File: config.mk
export PLATFORM = sky130hd
export DESIGN_NAME = alg_divsqrt
export DESIGN_NICKNAME = d
export VERILOG_FILES = /design/src/sv/alg_pkg.sv /design/src/sv/alg_divsqrt.sv
export SDC_FILE = /design/constraint.sdc
export NUM_CORES = 1
export LEC_CHECK = 0
export ABC_AREA = 1
export CORE_ASPECT_RATIO = 0.8
export CORE_MARGIN = 5
export CORE_UTILIZATION = 47
export CTS_CLUSTER_DIAMETER = 120
export DETAILED_ROUTE_END_ITERATION = 12
export DONT_BUFFER_PORTS = 1
export PLACE_DENSITY = 0.65
export SETUP_SLACK_MARGIN = 0.15
export SYNTH_ARGS = -nofsm -noshare
export SYNTH_HDL_FRONTEND = slang
export SYNTH_SLANG_ARGS = --single-unit
File: constraint.sdc
create_clock -name i_clk -period 10.05 [get_ports i_clk]
set_clock_uncertainty 0.2 [all_clocks]
set_input_delay 1.005 -clock i_clk [delete_from_list [all_inputs] [get_ports i_clk]]
set_output_delay 1.005 -clock i_clk [all_outputs]
set_load 0.01 [all_outputs]
File: src/sv/alg_pkg.sv
package alg_pkg;
    localparam int SampleBitsDef = 24;
    localparam int GainW = 24;
    localparam int PowW = 32;
    localparam int CoefW = 24;
    localparam int CfgDataW = 32;
    localparam int CfgIdxW = 3;
    localparam logic [GainW-1:0] UnityGain = 24'd1048576;

    localparam logic [CfgIdxW-1:0] REG_MEASURE = 3'd0;
    localparam logic [CfgIdxW-1:0] REG_GLIDE   = 3'd1;
    localparam logic [CfgIdxW-1:0] REG_GATE    = 3'd2;
    localparam logic [CfgIdxW-1:0] REG_MINC    = 3'd3;
    localparam logic [CfgIdxW-1:0] REG_MAXC    = 3'd4;
    localparam logic [CfgIdxW-1:0] REG_ENABLE  = 3'd5;
    localparam logic [CfgIdxW-1:0] REG_STEREO  = 3'd6;

    // one-pole step: x moves toward y by round(c*|y-x|/2^24)
    function automatic logic [PowW-1:0] approach(input logic [PowW-1:0] x,
                                                 input logic [PowW-1:0] y,
                                                 input logic [CoefW-1:0] c);
        logic [PowW-1:0] d;
        logic [PowW+CoefW:0] prod;
        logic [PowW-1:0] stp;
        begin
            d = (y >= x) ? (y - x) : (x - y);
            prod = {1'b0, d} * {{(PowW-CoefW+1){1'b0}}, c} + (PowW+CoefW+1)'(24'h800000);
            stp = prod[PowW+CoefW-1:CoefW];
            approach = (y >= x) ? (x + stp) : (x - stp);
        end
    endfunction
endpackage

File: src/sv/alg_divsqrt.sv
module alg_divsqrt (
    input  logic                        i_clk,
    input  logic                        i_rst_n,
    input  logic                        i_start,
    input  logic [alg_pkg::PowW-1:0]    i_dry,
    input  logic [alg_pkg::PowW-1:0]    i_wet,
    output logic                        o_done,
    output logic [alg_pkg::PowW-1:0]    o_root
);
    import alg_pkg::*;
    localparam logic [1:0] S_IDLE = 2'd0, S_DIV = 2'd1, S_SQRT = 2'd2;
    localparam int QW = 72;

    logic [1:0]    r_st, n_st;
    logic [6:0]    r_cnt, n_cnt;
    logic [PowW:0] r_rem, n_rem;
    logic [QW-1:0] r_q, n_q;
    logic [PowW-1:0] r_den;
    logic [49:0]   r_v, n_v, r_res, n_res;
    logic [PowW:0] sh;
    logic [49:0]   bitv, trial;

    // divide: 72 quotient bits of dry*2^40/wet; root: 25 digit steps
    always_comb begin
        n_st = r_st; n_cnt = r_cnt; n_rem = r_rem; n_q = r_q;
        n_v = r_v; n_res = r_res;
        sh = '0; bitv = '0; trial = '0;
        o_done = 1'b0;
        case (r_st)
            S_IDLE: begin
                if (i_start) begin
                    n_st = S_DIV; n_cnt = 7'd0; n_rem = '0;
                    n_q = {i_dry, 40'd0};
                end
            end
            S_DIV: begin
                sh = {r_rem[PowW-1:0], r_q[QW-1]};
                n_q = {r_q[QW-2:0], 1'b0};
                if (sh >= {1'b0, r_den}) begin
                    n_rem = sh - {1'b0, r_den};
                    n_q[0] = 1'b1;
                end else begin
                    n_rem = sh;
                end
                n_cnt = r_cnt + 7'd1;
                if (r_cnt == 7'(QW-1)) begin
                    n_st = S_SQRT; n_cnt = 7'd0; n_res = '0;
                end
            end
            S_SQRT: begin
                if (r_cnt == 7'd0) n_v = 50'(r_q[47:0]);
                bitv = 50'd1 << (7'd50 - {r_cnt[5:0], 1'b0});
                trial = r_res + bitv;
                if (r_cnt != 7'd0) begin
                    if (r_v >= trial) begin
                        n_v = r_v - trial;
                        n_res = (r_res >> 1) + bitv;
                    end else begin
                        n_res = r_res >> 1;
                    end
                end
                n_cnt = r_cnt + 7'd1;
                if (r_cnt == 7'd25) begin
                    n_st = S_IDLE;
                    o_done = 1'b1;
                end
            end
            default: n_st = S_IDLE;
        endcase
    end

    // the root step at count k uses bit 2*(24-(k-1)); shift bit by one slot
    assign o_root = n_res[PowW-1:0];

    always_ff @(posedge i_clk) begin
        if (!i_rst_n) begin
            r_st <= S_IDLE;
            r_cnt <= '0;
        end else begin
            r_st <= n_st;
            r_cnt <= n_cnt;
        end
        r_rem <= n_rem; r_q <= n_q; r_v <= n_v; r_res <= n_res;
        if (r_st == S_IDLE && i_start) r_den <= i_wet;
    end
endmodule

### After elaboration in Yosys (flattened, before gate mapping)

Cells that the tools add are included.
W data, S select, Z words.

| word-level totals | value |
|---|---|
| bits in registers | 245 |
| input bits | 67 |
| output and inout port bits | 33 |
| word-level logic and storage cells | 58 |

| cells by class | value |
|---|---|
| $add $sub $neg | 6 |
| $lt $le $gt $ge | 2 |
| equal/unequal tests | 8 |
| shifts and indexed selects | 1 |
| mux-type cells | 22 |
| reductions and logical operators | 11 |

Operator list:

| kind | number |
|---|---|
| $mux W50 | 6 |
| $pmux W72 S2 | 1 |
| $pmux W50 S2 | 1 |
| $mux W72 | 1 |
| $mux W32 | 2 |
| $pmux W32 S2 | 1 |
| $add A49 B50 Y50 | 1 |
| $add A50 B50 Y50 | 1 |
| $ge A50 B50 Y1 | 1 |
| $shl A1 B7 Y50 const A | 1 |
| $sub A50 B50 Y50 | 1 |
| $ge A33 B32 Y1 | 1 |
| $sub A32 B32 Y32 | 1 |
| $pmux W7 S3 | 1 |
| $mux W7 | 2 |
| $ne A2 B2 Y1 const B | 4 |
| $add A7 B1 Y7 const B | 1 |
| $eq A7 B5 Y1 const B | 1 |
| $eq A7 B7 Y1 const B | 1 |
| $logic_not A7 Y1 | 1 |
| $reduce_bool A7 Y1 | 1 |
| $sub A6 B7 Y7 const A | 1 |
| $mux W2 | 3 |
| $pmux W2 S3 | 1 |
| other kinds (9) | 14 |

### Logic depth before layout (Yosys ltp)

Gate-level depths: netlist of the first run.

| logic depth | value |
|---|---|
| depth in word-level cells | 7 |
| depth in mapped cells | 40 |
| mapped depth without buffers | 37 |

### Least setup slack after synthesis of the first run

Ideal clock, no wire load.

| path | value |
|---|---|
| path type | register to register |
| start point | register r_st[1] |
| end point | register r_q[0], enable pin |
| library setup time | 0.711 ns |
| data arrival time | 8.104 ns |
| required time | 9.139 ns |
| setup slack | 1.036 ns |
| stages on the path, launching flop included | 6 |
| buffers on the path | 1 |
| period minus slack after synthesis | 9.014 ns |
| path through | dfxtp_1 inv_1 ha_1 inv_1 clkbuf_1 o21ai_0 |

| on the way | value |
|---|---|
| cells in the longest elaborated chain, start to end | 3 |
| elaborated cells between the ends (all ways) | 5 |
| those cells by class | eq/ne: 2; reduce/logical: 3 |

RTL lines:

| element | RTL line | text |
|---|---|---|
| start, declared | alg_divsqrt.sv:14 | `logic [1:0] r_st, n_st;` |
| start signal, assigned | alg_divsqrt.sv:80 | `r_st <= n_st;` |
| $eq A2 B1 Y1 / $logic_not A2 Y1 (equally long branches) | alg_divsqrt.sv:29 | `case (r_st)` |
| $reduce_bool A2 Y1 (no source line) / $ne A2 B2 Y1 (equally long branches) | n/a |  |
| $reduce_and A2 Y1 (no source line) * | n/a |  |
| end signal, assigned | alg_divsqrt.sv:83 | `r_rem <= n_rem; r_q <= n_q; r_v <= n_v; r_res <= n_res;` |
| end, declared | alg_divsqrt.sv:17 | `logic [QW-1:0] r_q, n_q;` |

Every way passes the cells marked *; elsewhere a longest branch is shown, timed or not.
A chain may end at the register's enable or synchronous reset.

### Final worst setup path of the first run

| path | value |
|---|---|
| start point | register r_cnt[1] |
| end point | output port o_root[3] (netlist name) |

| on the way | value |
|---|---|
| cells in the longest elaborated chain, start to end | 7 |
| elaborated cells between the ends (all ways) | 11 |
| those cells by class | add/sub: 3; order compare: 1; eq/ne: 1; shift: 1; mux: 4; reduce/logical: 1 |

RTL lines:

| element | RTL line | text |
|---|---|---|
| start, declared | alg_divsqrt.sv:15 | `logic [6:0] r_cnt, n_cnt;` |
| start signal, assigned | alg_divsqrt.sv:81 | `r_cnt <= n_cnt;` |
| $sub A6 B7 Y7 | alg_divsqrt.sv:52 | `bitv = 50'd1 << (7'd50 - {r_cnt[5:0], 1'b0});` |
| $shl A1 B7 Y50 | alg_divsqrt.sv:52 |  |
| $add A50 B50 Y50 | alg_divsqrt.sv:53 | `trial = r_res + bitv;` |
| $ge A50 B50 Y1 | alg_divsqrt.sv:55 | `if (r_v >= trial) begin` |
| $mux W50 | alg_divsqrt.sv:55 |  |
| $mux W50 | alg_divsqrt.sv:54 | `if (r_cnt != 7'd0) begin` |
| $pmux W50 S2 * | alg_divsqrt.sv:29 |  |
| end, declared | alg_divsqrt.sv:8 | `output logic [alg_pkg::PowW-1:0] o_root` |

Every way passes the cells marked *; elsewhere a longest branch is shown, timed or not. The select of a mux whose other input is x is not followed.

==> summary.txt, run 1 <==
Critical path
  • Stages on the worst setup path: 29
  • CP Launch Point: r_cnt[1]
  • WP buf/inv: 4
  • Crit Path Class: register to output port
  • Startpoint types: register
  • Worst setup endpoint: o_root[3]
  • Slowest stage cell, crit path: a2111oi_0
  • Crit path DAT: 7630 ps
  • CP Max Fanout: 51
  • CP peak stage delay: 590 ps
  • CP top delay family: simple AND/OR/NAND/NOR gates
  • WP data required: 8850 ps
  • Most numerous cell on the critical path: nand2_1
  • FF-to-FF path depth: 29
  • Reg2Reg Setup Slack: 2400 ps
  • Crit end category: output port
  • Worst r2r dst: r_res[47]
  • Worst r2r src: r_cnt[1]

Clock network
  • CTS Hold Bufs: 0
  • Max H-tree Level: 1
  • CTS tree: built
  • Longest Clk Path Bufs: 3
  • Setup Fix Bufs, Post-CTS: 0
  • Clk slew on worst S/H paths: 70 ps
  • Number of gates resized after cts: 0
  • TritonCTS buffer count: 28
  • Skew-Pair Late Insertion Delay: 580 ps
  • Clock root cell: clkbuf_16
  • Clock Sinks: 245

Synthesis
  • Mean post-synth cell area: 6.72 sq um
  • Seq/Total Area, Yosys: 0.310
  • Syn Nets: 3,548
  • Synthesized cell area: 22,400 sq um
  • Post-synthesis cell count: 3,339
  • Xor and xnor area share after synthesis: 0.0434
  • Largest family of logic cells by synthesized area: simple AND/OR/NAND/NOR gates
  • Post-synthesis adder-cell area fraction: 0.0799
  • Mux share of post-synthesis cell area: 0
  • Post-synthesis compound-gate area fraction: 0.153
  • Ys flop type: edfxtp_1
  • Simple-gate share of the synthesized area: 0.311
  • YS warnings: 0
  • Ys async rst share: 0
  • Post-synth cell types: 58
  • EDFF count, synth: 204
  • #FFs+latches synth: 245

Timing
  • PnR worst setup slack: 1220 ps
  • Fmax: 113 MHz
  • Actual slew at the worst max-slew pin: 998 ps
  • Final period util: 0.879
  • Final Setup Violations: 0
  • RSZ-0062 raised after global routing: false
  • Endpoints failing hold: 0
  • Slew headroom: 0.333
  • Pins over their slew limit: 0
  • Final TNS setup: 0 ps
  • WHS: 317 ps
  • Final Critical Period: 8830 ps

Cells and area
  • Fin nets: 3,486
  • Leading cell type in the layout, fill and taps excluded: nand2_1
  • Share of cells above drive strength 1: 0.0437
  • Area growth from synthesis to layout: 5.48%
  • Antenna fix cells: 0
  • Most frequent cells in the layout: 917 x nand2_1, 439 x inv_1, 414 x nor2_1
  • Final core occ: 0.502
  • Fill cells: 4,861

Placed design
  • IO Port Bufs: 0
  • Post-placement worst setup slack: 2040 ps
  • Placer Congestion: 1.04
  • Final HPWL from detailed placement: 63.9 mm

Pwr
  • Power, Total: 6.96 mW
  • P per Cell Area: 294 nW/um^2
  • Max IR drop VDD: 0.209 mV
  • Lkg Pwr: 9.94 nW

Run
  • Maxcap violations: 0

Routing
  • Vias per cell: 5.66
  • WL final: 78.7 mm
  • Iteration-0 DRC Markers: 1,954
  • Post-route ant nets: 0
  • # DRC: 0
  • Avg WL per Cell: 20.1 um
  • Via count: 22,200
  • DR pass1 iterations: 5

Outcome
  • Outcome: complete, no violations

Global route
  • Number of global-route vias before repair: 20,700
  • GRT Total Usage: 0.293
  • Initial antenna violation count: 0
  • Gr ovfl total: 0
  • First-pass GRT wire length: 119 mm
  • Largest net degree at the start of global routing: 117

Floorplan
  • Die W: 254 um
  • Rows: 71
  • CORE AREA: 47,100 sq um
  • Die Height: 205 um
  • Ports: 100
  • Die ar.: 52,200 sq um
  • Initial core utilization: 0.476

Hold path
  • Worst hold path type: primary input to register
  • Hold path depth: 0
metrics by stage:
stage / instance area [sq um] / std cells
2_1_floorplan: 22400 / 3339
3_3_place_gp: 22700 / 3867
3_5_place_dp: 22700 / 3867
4_1_cts: 23700 / 3917
5_1_grt: 23700 / 3917
6_report: 23700 / 3917
worst min path at each step:
stage                         start   endpoint  slack (ps)
after floorplan            r_res[0]   r_res[0]         270
after global placement      r_q[62]    r_q[63]         300
after detailed placement    r_q[67]    r_q[68]         300
after CTS                 i_wet[21]  r_den[21]         280
after global routing      i_wet[21]  r_den[21]         290
final                     i_wet[10]  r_den[10]         320
sequential cells by signal, indices dropped and copies added (netlist names):
signal and count:
r_st 2, r_rem 32, r_v 50, r_cnt 7, r_den 32, r_res 50, r_q 72
area by class of cell:
cell class / count / area [sq um] / share of cell area
clock buffer: 36 / 783 / 0.0331
clock inverter: 14 / 119 / 0.00503
inverter: 450 / 1690 / 0.0715
multi-input combinational: 2537 / 13200 / 0.559
sequential: 245 / 6950 / 0.294
tap: 620 / 776 / 0.0328
timing repair buffer: 15 / 125 / 0.00529
synth_stat cells (21+ instances only):
cell / number / share of area
nor2_1: 414 / 0.069
nand2_1: 917 / 0.15
dfxtp_1: 41 / 0.037
a21o_1: 22 / 0.0074
xnor2_1: 48 / 0.019
edfxtp_1: 204 / 0.27
nand4_1: 26 / 0.0073
clkbuf_1: 39 / 0.0065
xor2_1: 63 / 0.025
o211ai_1: 26 / 0.0087
buf_4: 47 / 0.016
nand3_1: 172 / 0.038
inv_1: 440 / 0.074
nor3_1: 52 / 0.012
o21ai_1: 21 / 0.0047
ha_1: 140 / 0.078
o21ai_0: 239 / 0.053
a21oi_1: 223 / 0.050
nand2_2: 26 / 0.0073
cells by family after synthesis:
kind of cell    count (synthesis)
simple gates                 1671
compound gates                613
buf+inv                       557
xor+xnor                      111
flops                         245
fa+ha+maj                     142
report_power, final:
| group | internal [mW] | switching (mW) |
|---|---|---|
| combinational | 1.20 | 2.80 |
| sequential | 1.65 | 0.293 |
| clock | 0.577 | 0.436 |
| total | 3.43 | 3.53 |
routing by layer:
| metal | part of all wire | wire length, um | GRT usage |
|---|---|---|---|
| met5 | 0 | 0 | 0 |
| met4 | 0.033 | 2590 | 0.0809 |
| met3 | 0.079 | 6190 | 0.0361 |
| met2 | 0.42 | 32900 | 0.446 |
| met1 | 0.47 | 37100 | 0.440 |
Note: power is estimated with default switching activity, not from simulation.
==> inputs of run 2 (changes only) <==
--- a/config.mk
+++ b/config.mk
@@ -6,14 +6,17 @@
 export NUM_CORES = 1
 export LEC_CHECK = 0
 export ABC_AREA = 1
+export CELL_PAD_IN_SITES_DETAIL_PLACEMENT = 1
+export CELL_PAD_IN_SITES_GLOBAL_PLACEMENT = 1
 export CORE_ASPECT_RATIO = 0.8
 export CORE_MARGIN = 5
 export CORE_UTILIZATION = 47
 export CTS_CLUSTER_DIAMETER = 120
 export DETAILED_ROUTE_END_ITERATION = 12
 export DONT_BUFFER_PORTS = 1
-export PLACE_DENSITY = 0.65
+export PLACE_DENSITY = 0.84
 export SETUP_SLACK_MARGIN = 0.15
 export SYNTH_ARGS = -nofsm -noshare
 export SYNTH_HDL_FRONTEND = slang
 export SYNTH_SLANG_ARGS = --single-unit
+export TNS_END_PERCENT = 100
==> run 2 against run 1 <==
- register-to-register slack got worse by 670 ps
- global-route usage rose by 4.8 points
- final cell count rose by 0.10%
- worst hold slack got worse by 25 ps
- core utilization rose by 0.39 points
- critical path depth fell by 2
- final area rose by 0.77%
- highest routed layer unchanged
==> summary.txt, run 2 (same netlist as run 1, synthesis figures left out) <==
Floorplan
  • Die ar.: 52,200 sq um
  • Ports: 100
  • Rows: 71
  • Die Height: 205 um
  • Die W: 254 um
  • Initial core utilization: 0.476
  • CORE AREA: 47,100 sq um

Clock network
  • Skew-Pair Late Insertion Delay: 610 ps
  • Clock root cell: clkbuf_16
  • Clock Sinks: 245
  • TritonCTS buffer count: 30
  • CTS tree: built
  • CTS Hold Bufs: 0
  • Setup Fix Bufs, Post-CTS: 0
  • Longest Clk Path Bufs: 3
  • Max H-tree Level: 1
  • Number of gates resized after cts: 0
  • Clk slew on worst S/H paths: 70 ps

Cells and area
  • Fill cells: 6,191
  • Most frequent cells in the layout: 917 x nand2_1, 438 x inv_1, 414 x nor2_1
  • Final instance area: 23,800 sq um
  • Leading cell type in the layout, fill and taps excluded: nand2_1
  • Share of cells above drive strength 1: 0.0454
  • Register Area: 6950 sq um
  • Max reg flops: 72
  • Largest register by flop count: r_q
  • Antenna fix cells: 0
  • Final core occ: 0.506
  • Fin nets: 3,486
  • Area growth from synthesis to layout: 6.29%
  • Biggest regs: r_q: 72 flops, r_res: 50 flops, r_v: 50 flops
  • Multi-input gate area: 13,200 sq um

Placed design
  • Final HPWL from detailed placement: 71.7 mm
  • DP Area: 22,700 sq um
  • Placer Congestion: 1.01
  • IO Port Bufs: 0
  • Post-placement worst setup slack: 2000 ps

Pwr
  • Power, Total: 7.50 mW
  • P per Cell Area: 315 nW/um^2
  • Max IR drop VDD: 0.302 mV
  • Lkg Pwr: 10.0 nW

Global route
  • Largest net degree at the start of global routing: 103
  • Gr ovfl total: 0
  • Grt met3 use: 0.0447
  • Met1 GRT Util: 0.466
  • Met2 Track Usage GR: 0.554
  • GR peak layer: met2
  • First-pass GRT wire length: 139 mm
  • GRT Total Usage: 0.341
  • Initial antenna violation count: 1
  • Number of global-route vias before repair: 23,700

Timing
  • Final Critical Period: 8880 ps
  • Endpoints failing hold: 0
  • PnR worst setup slack: 1170 ps
  • Fmax: 113 MHz
  • Final Setup Violations: 0
  • Actual slew at the worst max-slew pin: 1380 ps
  • RSZ-0062 raised after global routing: false
  • Final TNS setup: 0 ps
  • Pins over their slew limit: 0
  • Slew headroom: 0.0803
  • Final period util: 0.883

Critical path
  • CP Max Fanout: 40
  • Most numerous cell on the critical path: nand2_1
  • CP top delay family: simple AND/OR/NAND/NOR gates
  • WP buf/inv: 3
  • Slowest stage cell, crit path: nor4_1
  • Crit path DAT: 7670 ps
  • Crit Path Class: register to output port
  • Startpoint types: register
  • WP data required: 8850 ps
  • CP peak stage delay: 640 ps
  • Crit end category: output port

Hold path
  • Worst hold path type: primary input to register

Outcome
  • Outcome: complete, no violations

Routing
  • DR pass1 iterations: 6
  • Avg WL per Cell: 23.3 um
  • Iteration-0 DRC Markers: 2,035
  • # DRC: 0
  • WL final: 91.4 mm
  • Vias per cell: 5.91
  • Via count: 23,200
  • Post-route ant nets: 0

Run
  • Maxcap violations: 0
run 2: cell types whose count changed in the layout (fill, tap and decap cells not counted), sizes merged:
cell,change
bufinv,+6
clkbuf,-4
clkinv,+3
clkinvlp,+3
buf,-2
inv,-2
run 2: stage by stage:
| stage | instances | hold slack, ps |
|---|---|---|
| floorplan | 3339 | 267 |
| global placement | 3865 | 299 |
| detailed placement | 3865 | 315 |
| CTS | 3921 | 272 |
| global route | 3921 | 271 |
| finish | 3921 | 292 |
run 2: metal layers:
| metal | up-vias | wire [um] |
|---|---|---|
| met1 | 11300 | 39800 |
| met3 | 210 | 6330 |
| met5 | - | 0 |
| li1 | 10800 | - |
| met2 | 895 | 41000 |
| met4 | 0 | 4170 |
run 2: power by group:
| part | internal, mW | switching (mW) |
|---|---|---|
| combinational | 1.20 | 3.08 |
| sequential | 1.66 | 0.325 |
| clock | 0.739 | 0.503 |
run 2: area by class of cell:
cell class / count / share of cell area
tap: 620 / 0.0326
multi-input combinational: 2537 / 0.554
inverter: 450 / 0.0710
sequential: 245 / 0.291
clock buffer: 32 / 0.0322
clock inverter: 24 / 0.0144
timing repair buffer: 13 / 0.00410
run 2: worst paths after layout:
| check | from | end | slack [ps] | depth (start not counted) |
|---|---|---|---|---|
| worst max-delay path | r_cnt[1] | o_root[6] | 1170 | 27 |
| worst min-delay path | i_wet[11] | r_den[11] | 290 | 0 |
| worst max register to register | r_cnt[1] | r_v[14] | 1730 | 27 |
| worst min register to register | r_q[20] | r_q[21] | 330 | 2 |
